==> src/design/assert_macros.svh <==
// assertion helpers shared by the design files
`ifndef ASSERT_MACROS_SVH
`define ASSERT_MACROS_SVH

// same-cycle implication
`define ASSERT_IMPL(lbl, clk, rst_n, ante, cons) \
    lbl: assert property (@(posedge clk) disable iff (!(rst_n)) (ante) |-> (cons)) \
        else $error("assertion failed");

// next-cycle implication
`define ASSERT_NEXT(lbl, clk, rst_n, ante, cons) \
    lbl: assert property (@(posedge clk) disable iff (!(rst_n)) (ante) |=> (cons)) \
        else $error("assertion failed");

`endif

==> src/design/pl0ls_pkg.sv <==
package pl0ls_pkg;

    localparam int NAME_MAX   = 11;
    localparam int DIGITS_MAX = 5;
    localparam int NAME_OUT   = 11;
    localparam int QDEPTH     = 4;
    localparam int QPTR_W     = $clog2(QDEPTH);
    localparam int QCNT_W     = $clog2(QDEPTH + 1);
    localparam int NUM_W      = 17;
    localparam int WC_W       = $clog2(NAME_MAX + 2);
    localparam int WI_W       = $clog2(NAME_MAX);
    localparam int DC_W       = $clog2(DIGITS_MAX + 2);
    localparam int KW_NUM     = 12;

    localparam logic [5:0] TK_NONE    = 6'd0;
    localparam logic [5:0] TK_ODD     = 6'd1;
    localparam logic [5:0] TK_IDENT   = 6'd2;
    localparam logic [5:0] TK_NUMBER  = 6'd3;
    localparam logic [5:0] TK_PLUS    = 6'd4;
    localparam logic [5:0] TK_MINUS   = 6'd5;
    localparam logic [5:0] TK_TIMES   = 6'd6;
    localparam logic [5:0] TK_SLASH   = 6'd7;
    localparam logic [5:0] TK_FI      = 6'd8;
    localparam logic [5:0] TK_EQL     = 6'd9;
    localparam logic [5:0] TK_NEQ     = 6'd10;
    localparam logic [5:0] TK_LSS     = 6'd11;
    localparam logic [5:0] TK_LEQ     = 6'd12;
    localparam logic [5:0] TK_GTR     = 6'd13;
    localparam logic [5:0] TK_GEQ     = 6'd14;
    localparam logic [5:0] TK_LPAREN  = 6'd15;
    localparam logic [5:0] TK_RPAREN  = 6'd16;
    localparam logic [5:0] TK_COMMA   = 6'd17;
    localparam logic [5:0] TK_SEMI    = 6'd18;
    localparam logic [5:0] TK_PERIOD  = 6'd19;
    localparam logic [5:0] TK_BECOMES = 6'd20;
    localparam logic [5:0] TK_BEGIN   = 6'd21;
    localparam logic [5:0] TK_END     = 6'd22;
    localparam logic [5:0] TK_IF      = 6'd23;
    localparam logic [5:0] TK_THEN    = 6'd24;
    localparam logic [5:0] TK_WHILE   = 6'd25;
    localparam logic [5:0] TK_DO      = 6'd26;
    localparam logic [5:0] TK_CONST   = 6'd28;
    localparam logic [5:0] TK_VAR     = 6'd29;
    localparam logic [5:0] TK_WRITE   = 6'd31;
    localparam logic [5:0] TK_READ    = 6'd32;

    localparam logic [1:0] ERR_NONE   = 2'd0;
    localparam logic [1:0] ERR_SYMBOL = 2'd1;
    localparam logic [1:0] ERR_NAME   = 2'd2;
    localparam logic [1:0] ERR_NUMBER = 2'd3;

    localparam logic [7:0] CH_SPACE   = 8'd32;
    localparam logic [7:0] CH_LPAREN  = 8'd40;
    localparam logic [7:0] CH_RPAREN  = 8'd41;
    localparam logic [7:0] CH_STAR    = 8'd42;
    localparam logic [7:0] CH_PLUS    = 8'd43;
    localparam logic [7:0] CH_COMMA   = 8'd44;
    localparam logic [7:0] CH_MINUS   = 8'd45;
    localparam logic [7:0] CH_PERIOD  = 8'd46;
    localparam logic [7:0] CH_SLASH   = 8'd47;
    localparam logic [7:0] CH_ZERO    = 8'd48;
    localparam logic [7:0] CH_NINE    = 8'd57;
    localparam logic [7:0] CH_COLON   = 8'd58;
    localparam logic [7:0] CH_SEMI    = 8'd59;
    localparam logic [7:0] CH_LESS    = 8'd60;
    localparam logic [7:0] CH_EQUAL   = 8'd61;
    localparam logic [7:0] CH_GREATER = 8'd62;
    localparam logic [7:0] CH_UP_A    = 8'd65;
    localparam logic [7:0] CH_UP_Z    = 8'd90;
    localparam logic [7:0] CH_LO_A    = 8'd97;
    localparam logic [7:0] CH_LO_Z    = 8'd122;

    typedef struct packed {
        logic [7:0] char_byte;
        logic       end_of_input;
    } t_in_item;

    typedef struct packed {
        logic [5:0]       token_code;
        logic [NUM_W-1:0] number_value;
        logic [3:0]       name_length;
        logic [63:0]      name_high;
        logic [23:0]      name_low;
        logic [1:0]       error_code;
        logic             last;
    } t_out_item;

    typedef struct packed {
        logic [5:0]       token_code;
        logic [NUM_W-1:0] number_value;
        logic [3:0]       name_length;
        logic [63:0]      name_high;
        logic [23:0]      name_low;
        logic [1:0]       error_code;
    } t_tok;

    // a record holds the one or two tokens of one scanned byte
    typedef struct packed {
        t_tok t0;
        t_tok t1;
        logic two;
    } t_rec;

    // keyword text, first character in the top byte, zero padded
    localparam logic [39:0] KW_TEXT [KW_NUM] = '{
        40'h636f6e7374, 40'h7661720000, 40'h626567696e, 40'h656e640000,
        40'h6966000000, 40'h6669000000, 40'h7468656e00, 40'h7768696c65,
        40'h646f000000, 40'h7265616400, 40'h7772697465, 40'h6f64640000
    };
    localparam logic [3:0] KW_LEN [KW_NUM] = '{
        4'd5, 4'd3, 4'd5, 4'd3, 4'd2, 4'd2, 4'd4, 4'd5, 4'd2, 4'd4, 4'd5, 4'd3
    };
    localparam logic [5:0] KW_CODE [KW_NUM] = '{
        TK_CONST, TK_VAR, TK_BEGIN, TK_END, TK_IF, TK_FI,
        TK_THEN, TK_WHILE, TK_DO, TK_READ, TK_WRITE, TK_ODD
    };

    function automatic logic [5:0] kw_code(input logic [39:0] head,
                                           input logic [WC_W-1:0] count);
        logic [5:0] code;
        code = TK_NONE;
        for (int k = 0; k < KW_NUM; k++) begin
            if (count == WC_W'(KW_LEN[k]) && head == KW_TEXT[k]) begin
                code = KW_CODE[k];
            end
        end
        return code;
    endfunction

    function automatic logic is_letter(input logic [7:0] b);
        return b inside {[CH_UP_A:CH_UP_Z], [CH_LO_A:CH_LO_Z]};
    endfunction

    function automatic logic is_digit(input logic [7:0] b);
        return b inside {[CH_ZERO:CH_NINE]};
    endfunction

    function automatic t_tok mk_tok(input logic [5:0] code);
        t_tok t;
        t = '0;
        t.token_code = code;
        return t;
    endfunction

    function automatic t_tok mk_err(input logic [1:0] err);
        t_tok t;
        t = '0;
        t.error_code = err;
        return t;
    endfunction

endpackage

==> src/design/pl0ls_front.sv <==
`include "assert_macros.svh"

module pl0ls_front import pl0ls_pkg::*; (
    input  logic     i_clk,
    input  logic     i_rst_n,
    input  logic     i_valid,
    input  t_in_item i_item,
    output logic     o_push,
    output t_rec     o_rec
);

    typedef enum logic [4:0] {
        M_IDLE = 5'b00001,
        M_WORD = 5'b00010,
        M_NUM  = 5'b00100,
        M_OP   = 5'b01000,
        M_CMT  = 5'b10000
    } t_mode;

    t_mode                       r_mode, n_mode;
    logic [NAME_MAX-1:0][7:0]    r_word, n_word;
    logic [WC_W-1:0]             r_wcnt, n_wcnt;
    logic [NUM_W-1:0]            r_acc, n_acc;
    logic [DC_W-1:0]             r_dcnt, n_dcnt;
    logic [7:0]                  r_pend, n_pend;
    logic [7:0]                  r_cprev, n_cprev;
    logic                        r_stop, n_stop;

    logic       [7:0] b;
    logic             eoi, letter, digit;
    logic             f_emit, f_stop;
    t_mode            f_mode;
    t_tok             f_tok;
    logic             w_err, d_err, p_err;
    t_tok             w_tok, d_tok, p_tok, id_tok;
    logic       [5:0] kw;
    logic             a_v, a_stop, s_v, take_fresh;
    t_tok             a_t, s_t;

    always_comb begin
        b      = i_item.char_byte;
        eoi    = i_item.end_of_input;
        letter = is_letter(b);
        digit  = is_digit(b);

        // scan of a byte between tokens
        f_emit = 1'b0;
        f_stop = 1'b0;
        f_mode = M_IDLE;
        f_tok  = mk_tok(TK_NONE);
        if (b > CH_SPACE) begin
            if (letter) begin
                f_mode = M_WORD;
            end else if (digit) begin
                f_mode = M_NUM;
            end else begin
                f_emit = 1'b1;
                case (b)
                    CH_SLASH, CH_COLON, CH_LESS, CH_GREATER: begin
                        f_emit = 1'b0;
                        f_mode = M_OP;
                    end
                    CH_PERIOD: begin
                        f_tok  = mk_tok(TK_PERIOD);
                        f_stop = 1'b1;
                    end
                    CH_LPAREN:  f_tok = mk_tok(TK_LPAREN);
                    CH_RPAREN:  f_tok = mk_tok(TK_RPAREN);
                    CH_STAR:    f_tok = mk_tok(TK_TIMES);
                    CH_PLUS:    f_tok = mk_tok(TK_PLUS);
                    CH_COMMA:   f_tok = mk_tok(TK_COMMA);
                    CH_MINUS:   f_tok = mk_tok(TK_MINUS);
                    CH_SEMI:    f_tok = mk_tok(TK_SEMI);
                    CH_EQUAL:   f_tok = mk_tok(TK_EQL);
                    default: begin
                        f_tok  = mk_err(ERR_SYMBOL);
                        f_stop = 1'b1;
                    end
                endcase
            end
        end

        // finished word
        id_tok             = mk_tok(TK_IDENT);
        id_tok.name_length = 4'(r_wcnt);
        for (int i = 0; i < 8; i++) begin
            id_tok.name_high[63 - 8*i -: 8] = r_word[i];
        end
        for (int i = 8; i < NAME_OUT; i++) begin
            id_tok.name_low[23 - 8*(i-8) -: 8] = r_word[i];
        end
        kw    = kw_code({r_word[0], r_word[1], r_word[2], r_word[3], r_word[4]}, r_wcnt);
        w_err = r_wcnt > WC_W'(NAME_MAX);
        if (w_err) begin
            w_tok = mk_err(ERR_NAME);
        end else if (kw != TK_NONE) begin
            w_tok = mk_tok(kw);
        end else begin
            w_tok = id_tok;
        end

        // finished number
        d_err = r_dcnt > DC_W'(DIGITS_MAX);
        d_tok = mk_tok(TK_NUMBER);
        d_tok.number_value = r_acc;
        if (d_err) begin
            d_tok = mk_err(ERR_NUMBER);
        end

        // pending operator with no partner
        p_err = 1'b0;
        case (r_pend)
            CH_SLASH:   p_tok = mk_tok(TK_SLASH);
            CH_LESS:    p_tok = mk_tok(TK_LSS);
            CH_GREATER: p_tok = mk_tok(TK_GTR);
            default: begin
                p_tok = mk_err(ERR_SYMBOL);
                p_err = 1'b1;
            end
        endcase

        n_mode     = r_mode;
        n_word     = r_word;
        n_wcnt     = r_wcnt;
        n_acc      = r_acc;
        n_dcnt     = r_dcnt;
        n_pend     = r_pend;
        n_cprev    = r_cprev;
        n_stop     = r_stop;
        a_v        = 1'b0;
        a_t        = mk_tok(TK_NONE);
        a_stop     = 1'b0;
        s_v        = 1'b0;
        s_t        = mk_tok(TK_NONE);
        take_fresh = 1'b0;

        if (i_valid && !r_stop) begin
            if (eoi) begin
                case (r_mode)
                    M_WORD: begin
                        a_v = 1'b1; a_t = w_tok; a_stop = w_err;
                    end
                    M_NUM: begin
                        a_v = 1'b1; a_t = d_tok; a_stop = d_err;
                    end
                    M_OP: begin
                        a_v = 1'b1; a_t = p_tok; a_stop = p_err;
                    end
                    default: ;
                endcase
                n_mode = M_IDLE;
                n_pend = '0;
                s_v    = !a_stop;
                s_t    = mk_err(ERR_SYMBOL);
                n_stop = 1'b1;
            end else begin
                case (r_mode)
                    M_WORD: begin
                        if (letter || digit) begin
                            if (r_wcnt < WC_W'(NAME_MAX)) begin
                                n_word[r_wcnt[WI_W-1:0]] = b;
                            end
                            if (r_wcnt <= WC_W'(NAME_MAX)) begin
                                n_wcnt = r_wcnt + 1'b1;
                            end
                        end else begin
                            a_v = 1'b1; a_t = w_tok; a_stop = w_err;
                            n_mode     = M_IDLE;
                            take_fresh = !w_err;
                        end
                    end
                    M_NUM: begin
                        if (digit) begin
                            if (r_dcnt < DC_W'(DIGITS_MAX)) begin
                                n_acc = (r_acc << 3) + (r_acc << 1)
                                      + NUM_W'(b - CH_ZERO);
                            end
                            if (r_dcnt <= DC_W'(DIGITS_MAX)) begin
                                n_dcnt = r_dcnt + 1'b1;
                            end
                        end else begin
                            a_v = 1'b1; a_t = d_tok; a_stop = d_err;
                            n_mode     = M_IDLE;
                            take_fresh = !d_err;
                        end
                    end
                    M_OP: begin
                        n_mode = M_IDLE;
                        n_pend = '0;
                        if (r_pend == CH_SLASH && b == CH_STAR) begin
                            n_mode  = M_CMT;
                            n_cprev = CH_STAR;
                        end else if (r_pend == CH_COLON && b == CH_EQUAL) begin
                            a_v = 1'b1; a_t = mk_tok(TK_BECOMES);
                        end else if (r_pend == CH_LESS && b == CH_GREATER) begin
                            a_v = 1'b1; a_t = mk_tok(TK_NEQ);
                        end else if (r_pend == CH_LESS && b == CH_EQUAL) begin
                            a_v = 1'b1; a_t = mk_tok(TK_LEQ);
                        end else if (r_pend == CH_GREATER && b == CH_EQUAL) begin
                            a_v = 1'b1; a_t = mk_tok(TK_GEQ);
                        end else begin
                            a_v = 1'b1; a_t = p_tok; a_stop = p_err;
                            take_fresh = !p_err;
                        end
                    end
                    M_CMT: begin
                        if (b == CH_SLASH && r_cprev == CH_STAR) begin
                            n_mode  = M_IDLE;
                            n_cprev = '0;
                        end else begin
                            n_cprev = b;
                        end
                    end
                    default: begin
                        take_fresh = 1'b1;
                    end
                endcase

                if (take_fresh) begin
                    s_v    = f_emit;
                    s_t    = f_tok;
                    n_mode = f_mode;
                    case (f_mode)
                        M_WORD: begin
                            n_word    = '0;
                            n_word[0] = b;
                            n_wcnt    = WC_W'(1);
                        end
                        M_NUM: begin
                            n_acc  = NUM_W'(b - CH_ZERO);
                            n_dcnt = DC_W'(1);
                        end
                        M_OP: n_pend = b;
                        default: ;
                    endcase
                end
                n_stop = a_stop || (take_fresh && f_stop);
            end
        end

        o_push   = a_v || s_v;
        o_rec.t0 = a_v ? a_t : s_t;
        o_rec.t1 = s_t;
        o_rec.two = a_v && s_v;
    end

    always_ff @(posedge i_clk) begin
        if (!i_rst_n) begin
            r_mode  <= M_IDLE;
            r_wcnt  <= '0;
            r_dcnt  <= '0;
            r_pend  <= '0;
            r_cprev <= '0;
            r_stop  <= 1'b0;
        end else begin
            r_mode  <= n_mode;
            r_wcnt  <= n_wcnt;
            r_dcnt  <= n_dcnt;
            r_pend  <= n_pend;
            r_cprev <= n_cprev;
            r_stop  <= n_stop;
        end
    end

    always_ff @(posedge i_clk) begin
        r_word <= n_word;
        r_acc  <= n_acc;
    end

    `ASSERT_IMPL(a_quiet_when_stopped, i_clk, i_rst_n, r_stop, !o_push)
    `ASSERT_NEXT(a_error_stops, i_clk, i_rst_n,
        o_push && (o_rec.t0.error_code != ERR_NONE || o_rec.t1.error_code != ERR_NONE),
        r_stop)

endmodule

==> src/design/pl0ls_queue.sv <==
`include "assert_macros.svh"

module pl0ls_queue import pl0ls_pkg::*; (
    input  logic i_clk,
    input  logic i_rst_n,
    input  logic i_push,
    input  t_rec i_rec,
    output logic o_full,
    input  logic i_pop,
    output logic o_empty,
    output t_rec o_rec
);

    t_rec              r_mem [QDEPTH];
    logic [QPTR_W-1:0] r_wp, n_wp;
    logic [QPTR_W-1:0] r_rp, n_rp;
    logic [QCNT_W-1:0] r_cnt, n_cnt;
    t_rec              r_out;
    logic              r_ov, n_ov;
    logic              do_push, do_pop, do_load;

    always_comb begin
        o_full  = r_cnt == QCNT_W'(QDEPTH);
        o_empty = !r_ov;
        do_push = i_push && !o_full;
        do_pop  = i_pop && r_ov;
        // refill the output register from the memory
        do_load = (r_cnt != '0) && (!r_ov || do_pop);
        n_wp    = r_wp + QPTR_W'(do_push);
        n_rp    = r_rp + QPTR_W'(do_load);
        n_cnt   = r_cnt + QCNT_W'(do_push) - QCNT_W'(do_load);
        n_ov    = do_load || (r_ov && !do_pop);
        o_rec   = r_out;
    end

    always_ff @(posedge i_clk) begin
        if (!i_rst_n) begin
            r_wp  <= '0;
            r_rp  <= '0;
            r_cnt <= '0;
            r_ov  <= 1'b0;
        end else begin
            r_wp  <= n_wp;
            r_rp  <= n_rp;
            r_cnt <= n_cnt;
            r_ov  <= n_ov;
        end
    end

    always_ff @(posedge i_clk) begin
        if (do_push) begin
            r_mem[r_wp] <= i_rec;
        end
        if (do_load) begin
            r_out <= r_mem[r_rp];
        end
    end

    `ASSERT_IMPL(a_count_range, i_clk, i_rst_n, 1'b1, r_cnt <= QCNT_W'(QDEPTH))
    `ASSERT_NEXT(a_out_held, i_clk, i_rst_n, r_ov && !i_pop, r_ov && $stable(r_out))

endmodule

==> src/design/pl0ls_back.sv <==
`include "assert_macros.svh"

module pl0ls_back import pl0ls_pkg::*; (
    input  logic      i_clk,
    input  logic      i_rst_n,
    input  logic      i_q_empty,
    input  t_rec      i_q_rec,
    output logic      o_q_pop,
    output logic      o_empty,
    input  logic      i_pop,
    output t_out_item o_data
);

    t_rec r_rec;
    logic r_valid, n_valid;
    logic r_idx, n_idx;
    logic fin, done;
    t_tok cur;

    always_comb begin
        fin     = r_idx || !r_rec.two;
        done    = r_valid && i_pop && fin;
        o_q_pop = !i_q_empty && (!r_valid || done);
        n_valid = r_valid;
        n_idx   = r_idx;
        if (o_q_pop) begin
            n_valid = 1'b1;
            n_idx   = 1'b0;
        end else if (done) begin
            n_valid = 1'b0;
            n_idx   = 1'b0;
        end else if (r_valid && i_pop) begin
            n_idx = 1'b1;
        end

        o_empty = !r_valid;
        cur     = r_idx ? r_rec.t1 : r_rec.t0;
        o_data.token_code   = cur.token_code;
        o_data.number_value = cur.number_value;
        o_data.name_length  = cur.name_length;
        o_data.name_high    = cur.name_high;
        o_data.name_low     = cur.name_low;
        o_data.error_code   = cur.error_code;
        o_data.last         = fin;
    end

    always_ff @(posedge i_clk) begin
        if (!i_rst_n) begin
            r_valid <= 1'b0;
            r_idx   <= 1'b0;
        end else begin
            r_valid <= n_valid;
            r_idx   <= n_idx;
        end
    end

    always_ff @(posedge i_clk) begin
        if (o_q_pop) begin
            r_rec <= i_q_rec;
        end
    end

    `ASSERT_NEXT(a_hold_unpopped, i_clk, i_rst_n, r_valid && !i_pop,
        r_valid && $stable(r_idx))

endmodule

==> src/design/pl0_lexical_scanner_top.sv <==
// path: a byte's tokens go from the scanner through a four-entry queue, which
// absorbs bursts, its registered read stage and the result register
// throughput: one byte per cycle while the queue is not full; a byte that
// yields two tokens holds the result port until both of them are popped
// reset: synchronous, active low; clears scanner mode, counters, queue
// pointers and the output stage, with no clearing pass
module pl0_lexical_scanner_top import pl0ls_pkg::*; (
    input  logic      i_clk,
    input  logic      i_rst_n,
    input  logic      push,
    output logic      full,
    input  t_in_item  i_data,
    output logic      empty,
    input  logic      pop,
    output t_out_item o_data
);

    logic f_push;
    t_rec f_rec;
    logic q_empty;
    logic q_pop;
    t_rec q_rec;

    pl0ls_front u_front (
        .i_clk   (i_clk),
        .i_rst_n (i_rst_n),
        .i_valid (push && !full),
        .i_item  (i_data),
        .o_push  (f_push),
        .o_rec   (f_rec)
    );

    pl0ls_queue u_queue (
        .i_clk   (i_clk),
        .i_rst_n (i_rst_n),
        .i_push  (f_push),
        .i_rec   (f_rec),
        .o_full  (full),
        .i_pop   (q_pop),
        .o_empty (q_empty),
        .o_rec   (q_rec)
    );

    pl0ls_back u_back (
        .i_clk     (i_clk),
        .i_rst_n   (i_rst_n),
        .i_q_empty (q_empty),
        .i_q_rec   (q_rec),
        .o_q_pop   (q_pop),
        .o_empty   (empty),
        .i_pop     (pop),
        .o_data    (o_data)
    );

endmodule

==> config.mk <==
export PLATFORM = sky130hd
export DESIGN_NAME = pl0_lexical_scanner_top
export DESIGN_NICKNAME = d
export VERILOG_FILES = /design/src/design/pl0ls_pkg.sv /design/src/design/pl0ls_front.sv /design/src/design/pl0ls_queue.sv /design/src/design/pl0ls_back.sv /design/src/design/pl0_lexical_scanner_top.sv
export VERILOG_INCLUDE_DIRS = /design/src /design/src/design
export SDC_FILE = /design/constraint.sdc
export NUM_CORES = 1
export LEC_CHECK = 0
export ABC_AREA = 1
export BUFFER_PORTS_ARGS = -buffer_cell sky130_fd_sc_hd__buf_2
export CORE_UTILIZATION = 56
export DETAILED_ROUTE_END_ITERATION = 8
export PLACE_DENSITY = 0.78
export SETUP_SLACK_MARGIN = 0.2
export SLEW_MARGIN = 0
export SYNTH_ARGS = -nofsm -noshare
export SYNTH_HDL_FRONTEND = slang
export SYNTH_SLANG_ARGS = --single-unit
==> constraint.sdc <==
create_clock -name i_clk -period 8.4 [get_ports i_clk]
set_input_delay 0.42 -clock i_clk [delete_from_list [all_inputs] [get_ports i_clk]]
set_output_delay 0.42 -clock i_clk [all_outputs]
set_load 0.005 [all_outputs]
# Word level (Yosys, flattened, before mapping)
# Memory sizes are Yosys's and may differ from the RTL's. A register that Yosys moved wholly into a read port is not among the register bits.
# Index checks and enable logic that the tools add are counted.
word_totals:
  regBits: 379
  mem_bits_rw: 940
  inputBits: 13
  out_inout_bits: 120
  elab_cells: 297
  memories: 1
memory_table:
  columns: ["name", "depth", "word_bits", "rd", "rd_clocked_by_memory_dff", "wr", "line", "rtl"]
  rows:
  - ["u_queue.r_mem", 4, 235, 1, 1, 1, "pl0ls_queue.sv:14", "t_rec r_mem [QDEPTH];"]
classes:
  n_addsub: 9
  n_lt_le_gt_ge: 15
  eq_ne: 46
  mux: 124
  bitwise: 2
  reduce_logical: 63
ops:
  columns: ["cell", "n"]
  rows:
  - ["117-bit 2-to-1 mux", 17]
  - ["116-bit case mux with 10 select lines", 1]
  - ["117-bit case mux with 3 select lines", 2]
  - ["40-bit by 39-bit == test with 1-bit output (second input constant)", 12]
  - ["88-bit 2-to-1 mux", 5]
  - ["115-bit case mux with 3 select lines", 1]
  - ["113-bit 2-to-1 mux", 2]
  - ["8-bit by 6-bit == test with 1-bit output (second input constant)", 18]
  - ["115-bit 2-to-1 mux", 1]
  - ["5-bit 2-to-1 mux", 18]
  - ["88-bit bitwise mux", 1]
  - ["17-bit 2-to-1 mux", 5]
  - ["8-bit 2-to-1 mux", 7]
  - ["1-bit 2-to-1 mux", 43]
  - ["17-bit adder", 2]
  - ["1-bit logical AND", 33]
  - ["8-bit demux with 4-bit select", 1]
  - ["4-bit 2-to-1 mux", 6]
  - ["5-bit case mux with 4 select lines", 1]
  - ["6-bit 2-to-1 mux", 3]
  - ["8-bit by 7-bit greater-or-equal comparator with 1-bit output (second input constant)", 2]
  - ["8-bit by 7-bit less-or-equal comparator with 1-bit output (second input constant)", 2]
  - ["8-bit case mux with 2 select lines", 1]
  - ["3-bit 2-to-1 mux", 5]
  - ["41 further kinds", 70]

# Logic depth before layout (Yosys ltp)
logic_depth:
  depth_word: 22
  ltp_mapped: 20
  ltp_nobuf: 19

# By module
# A second synthesis with hierarchy kept.
unflattened:
  hier_cells: 5339
  area_unflattened_um2: 64665.8
by_module_without_submodules:
  columns: ["module", "n_inst", "cells_each", "area_per_inst_um2", "seq_area_each_um2"]
  rows:
  - ["pl0ls_queue", 1, 3033, 44360.0, 35444.0]
  - ["pl0ls_front", 1, 1677, 11669.9, 3733.6]
  - ["pl0ls_back", 1, 627, 8625.8, 7096.8]
  - ["pl0_lexical_scanner_top", 1, 2, 10.0, 0.0]

# Worst setup path after synthesis
# OpenSTA, ideal clock, no wires.
synth_path:
  kind: "input -> register"
  start: "input port i_data[6] (netlist name)"
  end: "memory u_queue.r_mem[3][0] (netlist name) (enable)"
  setup_ns: 0.648
  arrival_time_ns: 7.988
  required_ns: 7.752
  path_slack_ns: -0.236
  cell_stages: 15
  path_buffers: 3
  path_cell_list: "buf_2 -> inv_2 -> ha_1 -> nand2_1 -> nor2_1 -> o22ai_1 -> nand2_1 -> nand2_2 -> clkinv_4 -> nand2_4 -> o21ai_2 -> nand3b_1 -> buf_4 -> buf_4 -> a21oi_1"
synth_between:
  elab_chain_len: 17
  elab_cells_between_ends: 51
  classes_between: "7 x order compare; 6 x eq/ne; 25 x mux; 13 x reduce/logical"
synth_lines:
  columns: ["element", "line", "rtl"]
  rows:
  - ["from (decl)", "pl0_lexical_scanner_top.sv:12", "input t_in_item i_data,"]
  - ["8-bit by 6-bit == test with 1-bit output", "pl0ls_front.sv:193, pl0ls_front.sv:197, pl0ls_front.sv:199", null]
  - ["1-bit logical AND", "pl0ls_front.sv:199", "end else if (r_pend == CH_GREATER && b == CH_EQUAL) begin"]
  - ["1-bit 2-to-1 mux", "pl0ls_front.sv:199", null]
  - ["1-bit 2-to-1 mux", "pl0ls_front.sv:197", "end else if (r_pend == CH_LESS && b == CH_EQUAL) begin"]
  - ["1-bit 2-to-1 mux", "pl0ls_front.sv:195", "end else if (r_pend == CH_LESS && b == CH_GREATER) begin"]
  - ["1-bit 2-to-1 mux", "pl0ls_front.sv:193", "end else if (r_pend == CH_COLON && b == CH_EQUAL) begin"]
  - ["1-bit 2-to-1 mux", "pl0ls_front.sv:190", "if (r_pend == CH_SLASH && b == CH_STAR) begin"]
  - ["1-bit case mux with 4 select lines", "pl0ls_front.sv:157", "case (r_mode)"]
  - ["1-bit 2-to-1 mux", "pl0ls_front.sv:138", "if (eoi) begin"]
  - ["1-bit 2-to-1 mux", "pl0ls_front.sv:137", "if (i_valid && !r_stop) begin"]
  - ["1-bit 2-to-1 mux", "pl0ls_front.sv:219", "if (take_fresh) begin"]
  - ["1-bit 2-to-1 mux", "pl0ls_front.sv:138", null]
  - ["1-bit 2-to-1 mux", "pl0ls_front.sv:137", null]
  - ["1-bit logical OR (*)", "pl0ls_front.sv:241", "o_push = a_v || s_v;"]
  - ["1-bit logical AND (*)", "pl0ls_queue.sv:25", "do_push = i_push && !o_full;"]
  - ["1-bit 2-to-1 mux (*)", "pl0ls_queue.sv:51", "if (do_push) begin"]
  - ["1-bit 2-to-1 mux (not written as such) (*)", "pl0ls_queue.sv:52", "r_mem[r_wp] <= i_rec;"]
  - ["to (decl)", "pl0ls_queue.sv:14", null]
# Every way passes the cells marked *; elsewhere a longest branch is shown, timed or not. The select of a mux whose other input is x is not followed.

# Worst setup path after layout
layout_path:
  start: "register u_queue.r_cnt[1]"
  end: "register u_front.r_pend[2]"
layout_between:
  elab_chain_len: 4
layout_lines:
  columns: ["element", "line", "rtl"]
  rows:
  - ["from (decl)", "pl0ls_queue.sv:17", "logic [QCNT_W-1:0] r_cnt, n_cnt;"]
  - ["from (signal assigned)", "pl0ls_queue.sv:45", "r_cnt <= n_cnt;"]
  - ["3-bit == test", "pl0ls_queue.sv:23", "o_full = r_cnt == QCNT_W'(QDEPTH);"]
  - ["1-bit logical NOT", "pl0_lexical_scanner_top.sv:27", ".i_valid (push && !full),"]
  - ["1-bit logical AND", "pl0_lexical_scanner_top.sv:27", null]
  - ["1-bit logical AND", "pl0ls_front.sv:137", null]
  - ["to (signal assigned)", "pl0ls_front.sv:259", "r_pend <= n_pend;"]
  - ["to (decl)", "pl0ls_front.sv:25", "logic [7:0] r_pend, n_pend;"]
# Every way passes these cells.
# A chain may end at the register's enable or synchronous reset.

==> flow_metrics.env <==
export IMPL_status="finished, final reports clean"
export IMPL_gp_congestion=1.01
export IMPL_fin_crit_ns=4.58
export IMPL_tns_ns=0
export IMPL_setup_viol=0
export IMPL_post_cts_setup_buffers=0
export IMPL_drive_gt1_share_pct=10.8
export IMPL_netlist_instances=3190
export IMPL_crit_type="flip-flop to flip-flop"
export IMPL_dominantRegCellSynth="edfxtp_1"
export IMPL_row_count=94
export IMPL_ir_drop_mv=0.287
export IMPL_synth_area_per_cell_um2=11.7
export IMPL_fin_util_pct=62.8
export IMPL_die_height_um=260
export IMPL_syn_cell_area_um2=37400
export IMPL_globalRouteMet2Util_pct=40.5
export IMPL_viasPerCell=5.77
export IMPL_cts_resized=0
export IMPL_switchingPower_mw=3.65
export IMPL_grt_pass1_wl_um=127000
export IMPL_start_util_pct=56.7
export IMPL_met1_usage_pct=32.3
export IMPL_cp_data_required_time_ns=8.94
export IMPL_dp_hpwl_um=49600
export IMPL_root_buffer="clkbuf_16"
export IMPL_vias=24300
export IMPL_gr_max_usage_layer="met2"
export IMPL_pre_cts_slack_ns=3.72
export IMPL_drt_wl_total_um=82400
export IMPL_yosys_top_cells_count="849 x edfxtp_1, 587 x nor2_1, 345 x nand2_1"
export IMPL_power_leakage_nw=14.7
export IMPL_hold_buffers=0
export IMPL_synth_ff_latch_count=888
export IMPL_powerDensity_nw_per_um2=303
export IMPL_drtIter0Drc=2504
export IMPL_crit_arrival_ns=5.13
export IMPL_cts_tree="built"
export IMPL_nets=3330
export IMPL_cts_path_max_buffers=3
export IMPL_cts_buffers=83
export IMPL_comb_power_share_pct=19.5
export IMPL_synth_edf_count=849
export IMPL_cts_reportedPaths_clkPinSlew_ns=0.06
export IMPL_overflow=0
export IMPL_fin_ws_ns=3.82
export IMPL_ys_top_cells_by_area="edfxtp_1 68%, nor2_1 5.9%, o21ai_0 4.5%"
export IMPL_critPathMaxFanout=59
export IMPL_die_w_um=260
export IMPL_skew_ns=0.0266
export IMPL_holdWs_ns=0.169
export IMPL_placed_area_um2=38600
export IMPL_timing_final_crit_share_pct=54.6
export IMPL_worstSetupStartpointType="flip-flop"
export IMPL_stdcell_area_um2=41300
export IMPL_synth_top_area_share_pct=68.2
export IMPL_ant_nets=0
export IMPL_port_buffers=132
export IMPL_wl_per_cell_um=19.6
export IMPL_yosysMostFrequentCell="edfxtp_1"
export IMPL_synth_cell_types=52
export IMPL_yosysWarnings=0
export IMPL_hp_class="input pin to flip-flop"
export IMPL_cap_violations=0
export IMPL_drt_first_pass_iters=6
export IMPL_clock_sinks=888
export IMPL_swShare_pct=29.1
export IMPL_grtUsageTotal_pct=24.3
export IMPL_grtUsageMet3_pct=4.06
export IMPL_hold_viol_final=0
export IMPL_synthToLayoutAreaGrowth_pct=10.6
export IMPL_die_area_um2=67800
export IMPL_clock_latency_ns=0.64
export IMPL_htree_levels=3
export IMPL_seqPwrFrac_pct=51.0
export IMPL_synth_area_leader_cell="edfxtp_1"
export IMPL_syn_num_nets=3249
export IMPL_maxClockFrequency_ghz=0.218
export IMPL_tightest_slew_ns=1.22
export IMPL_pwr_share_clk_pct=29.5
export IMPL_synth_async_sr_flop_share_pct=0
export IMPL_antenna_found_initial=7
export IMPL_end_kind="flip-flop"
export IMPL_grt_setup_unrepaired="false"
export IMPL_internal_power_mw=8.88
export IMPL_grt_pass1_vias=23000
export IMPL_drc=0
export IMPL_core_area_um2=65900
export IMPL_slew_viol_final=0
export IMPL_grt_max_degree=137
export IMPL_io_pin_count=133
export IMPL_relSlewSlack_pct=18.3
export IMPL_seq_area_frac_synth_pct=70.3
logic make-up (layout without fill, tap and decap cells):
kind of cell / Yosys count / count (layout) / synth area share (%)
simple gates: 1172 / 1172 / 13.5
flops: 888 / 888 / 70.3
compound gates: 640 / 640 / 9.25
buf+inv: 426 / 574 / 4.68
fa+ha+maj: 46 / 46 / 1.84
xor+xnor: 18 / 18 / 0.422
other cells: 0 / 6 / 0
metal layers:
metal  routed length [µm]  part of all wire (%)
met5                   24                 0.029
met4                 2620                   3.2
met3                 6410                   7.8
met2                40600                    49
met1                32700                    40
power groups by stage:
stage	combinational, mW	sequential [mW]	clock (mW)
floorplan	1.69	6.38	0
global placement	2.38	6.45	0
detailed placement	2.44	6.48	0
CTS	2.46	6.39	3.74
global route	2.74	6.46	3.92
finish	2.44	6.39	3.69
metrics by stage:
step / cells / power, mW
2_1_floorplan: 3190 / 8.06
3_3_place_gp: 4050 / 8.82
3_5_place_dp: 4050 / 8.93
4_1_cts: 4202 / 12.6
5_1_grt: 4204 / 13.1
6_report: 4208 / 12.5
sequential cells by signal, indices dropped and copies added, names as in the netlist:
name / flops
u_back.r_rec: 124
u_front.r_stop: 1
u_back.r_valid: 1
u_queue.r_cnt: 3
u_front.r_cprev: 8
u_front.r_wcnt: 4
u_queue.r_ov: 1
u_front.r_mode: 5
u_queue.r_rp: 2
u_queue.r_mem: 496
u_back.r_idx: 1
u_queue.r_wp: 2
u_queue.o_rec: 124
u_front.r_acc: 17
u_front.r_dcnt: 3
u_front.id_tok: 88
u_front.r_pend: 8
cell usage in the layout (no fill, tap or decap), types with 15 or more instances in the layout:
master,synthesis,routed
nor2_1,587,585
inv_1,247,244
inv_2,15,16
o22ai_1,126,126
dfxtp_1,39,36
ha_1,31,31
nand2_1,345,345
a21oi_1,131,127
clkinv_1,3,23
nor3_1,47,47
o21ai_0,338,338
clkbuf_16,0,84
buf_2,29,132
edfxtp_1,849,849
nand3_1,91,91
buf_4,16,21
nor3_2,32,32
nand4_1,23,23
fa_1,15,15
worst paths after layout:
kind	start	end	slack, ns	cells past startpoint
worst max-delay path	u_queue.r_cnt[1]	u_front.r_pend[2]	3.82	11
worst min-delay path	i_data[8]	u_front.r_cprev[7]	0.17	3
worst max register to register	u_queue.r_cnt[1]	u_front.r_pend[2]	3.82	11
worst min register to register	u_queue.o_rec[218]	u_back.r_rec[218]	0.41	0
critical path: stages, from the launching register on:
cell	delay, ns
dfxtp_1	0.41
inv_1	0.06
nand2_1	0.07
o21ai_0	0.13
nor2_1	0.59
clkinv_1	0.74
nor2_4	0.89
buf_4	0.73
nand3_1	0.36
nor2_1	0.30
nor2_1	0.09
nor2_1	0.09
layout make-up:
class,count,area [µm²]
Sequential cell,888,26300
Tap cell,864,1080
Clock buffer,104,2220
Multi-Input combinational cell,1876,9410
Fill cell,4873,24500
Inverter,268,1020
Antenna cell,6,15.0
Timing Repair Buffer,154,838
Clock inverter,48,459
(Power assumes the default switching activity.)
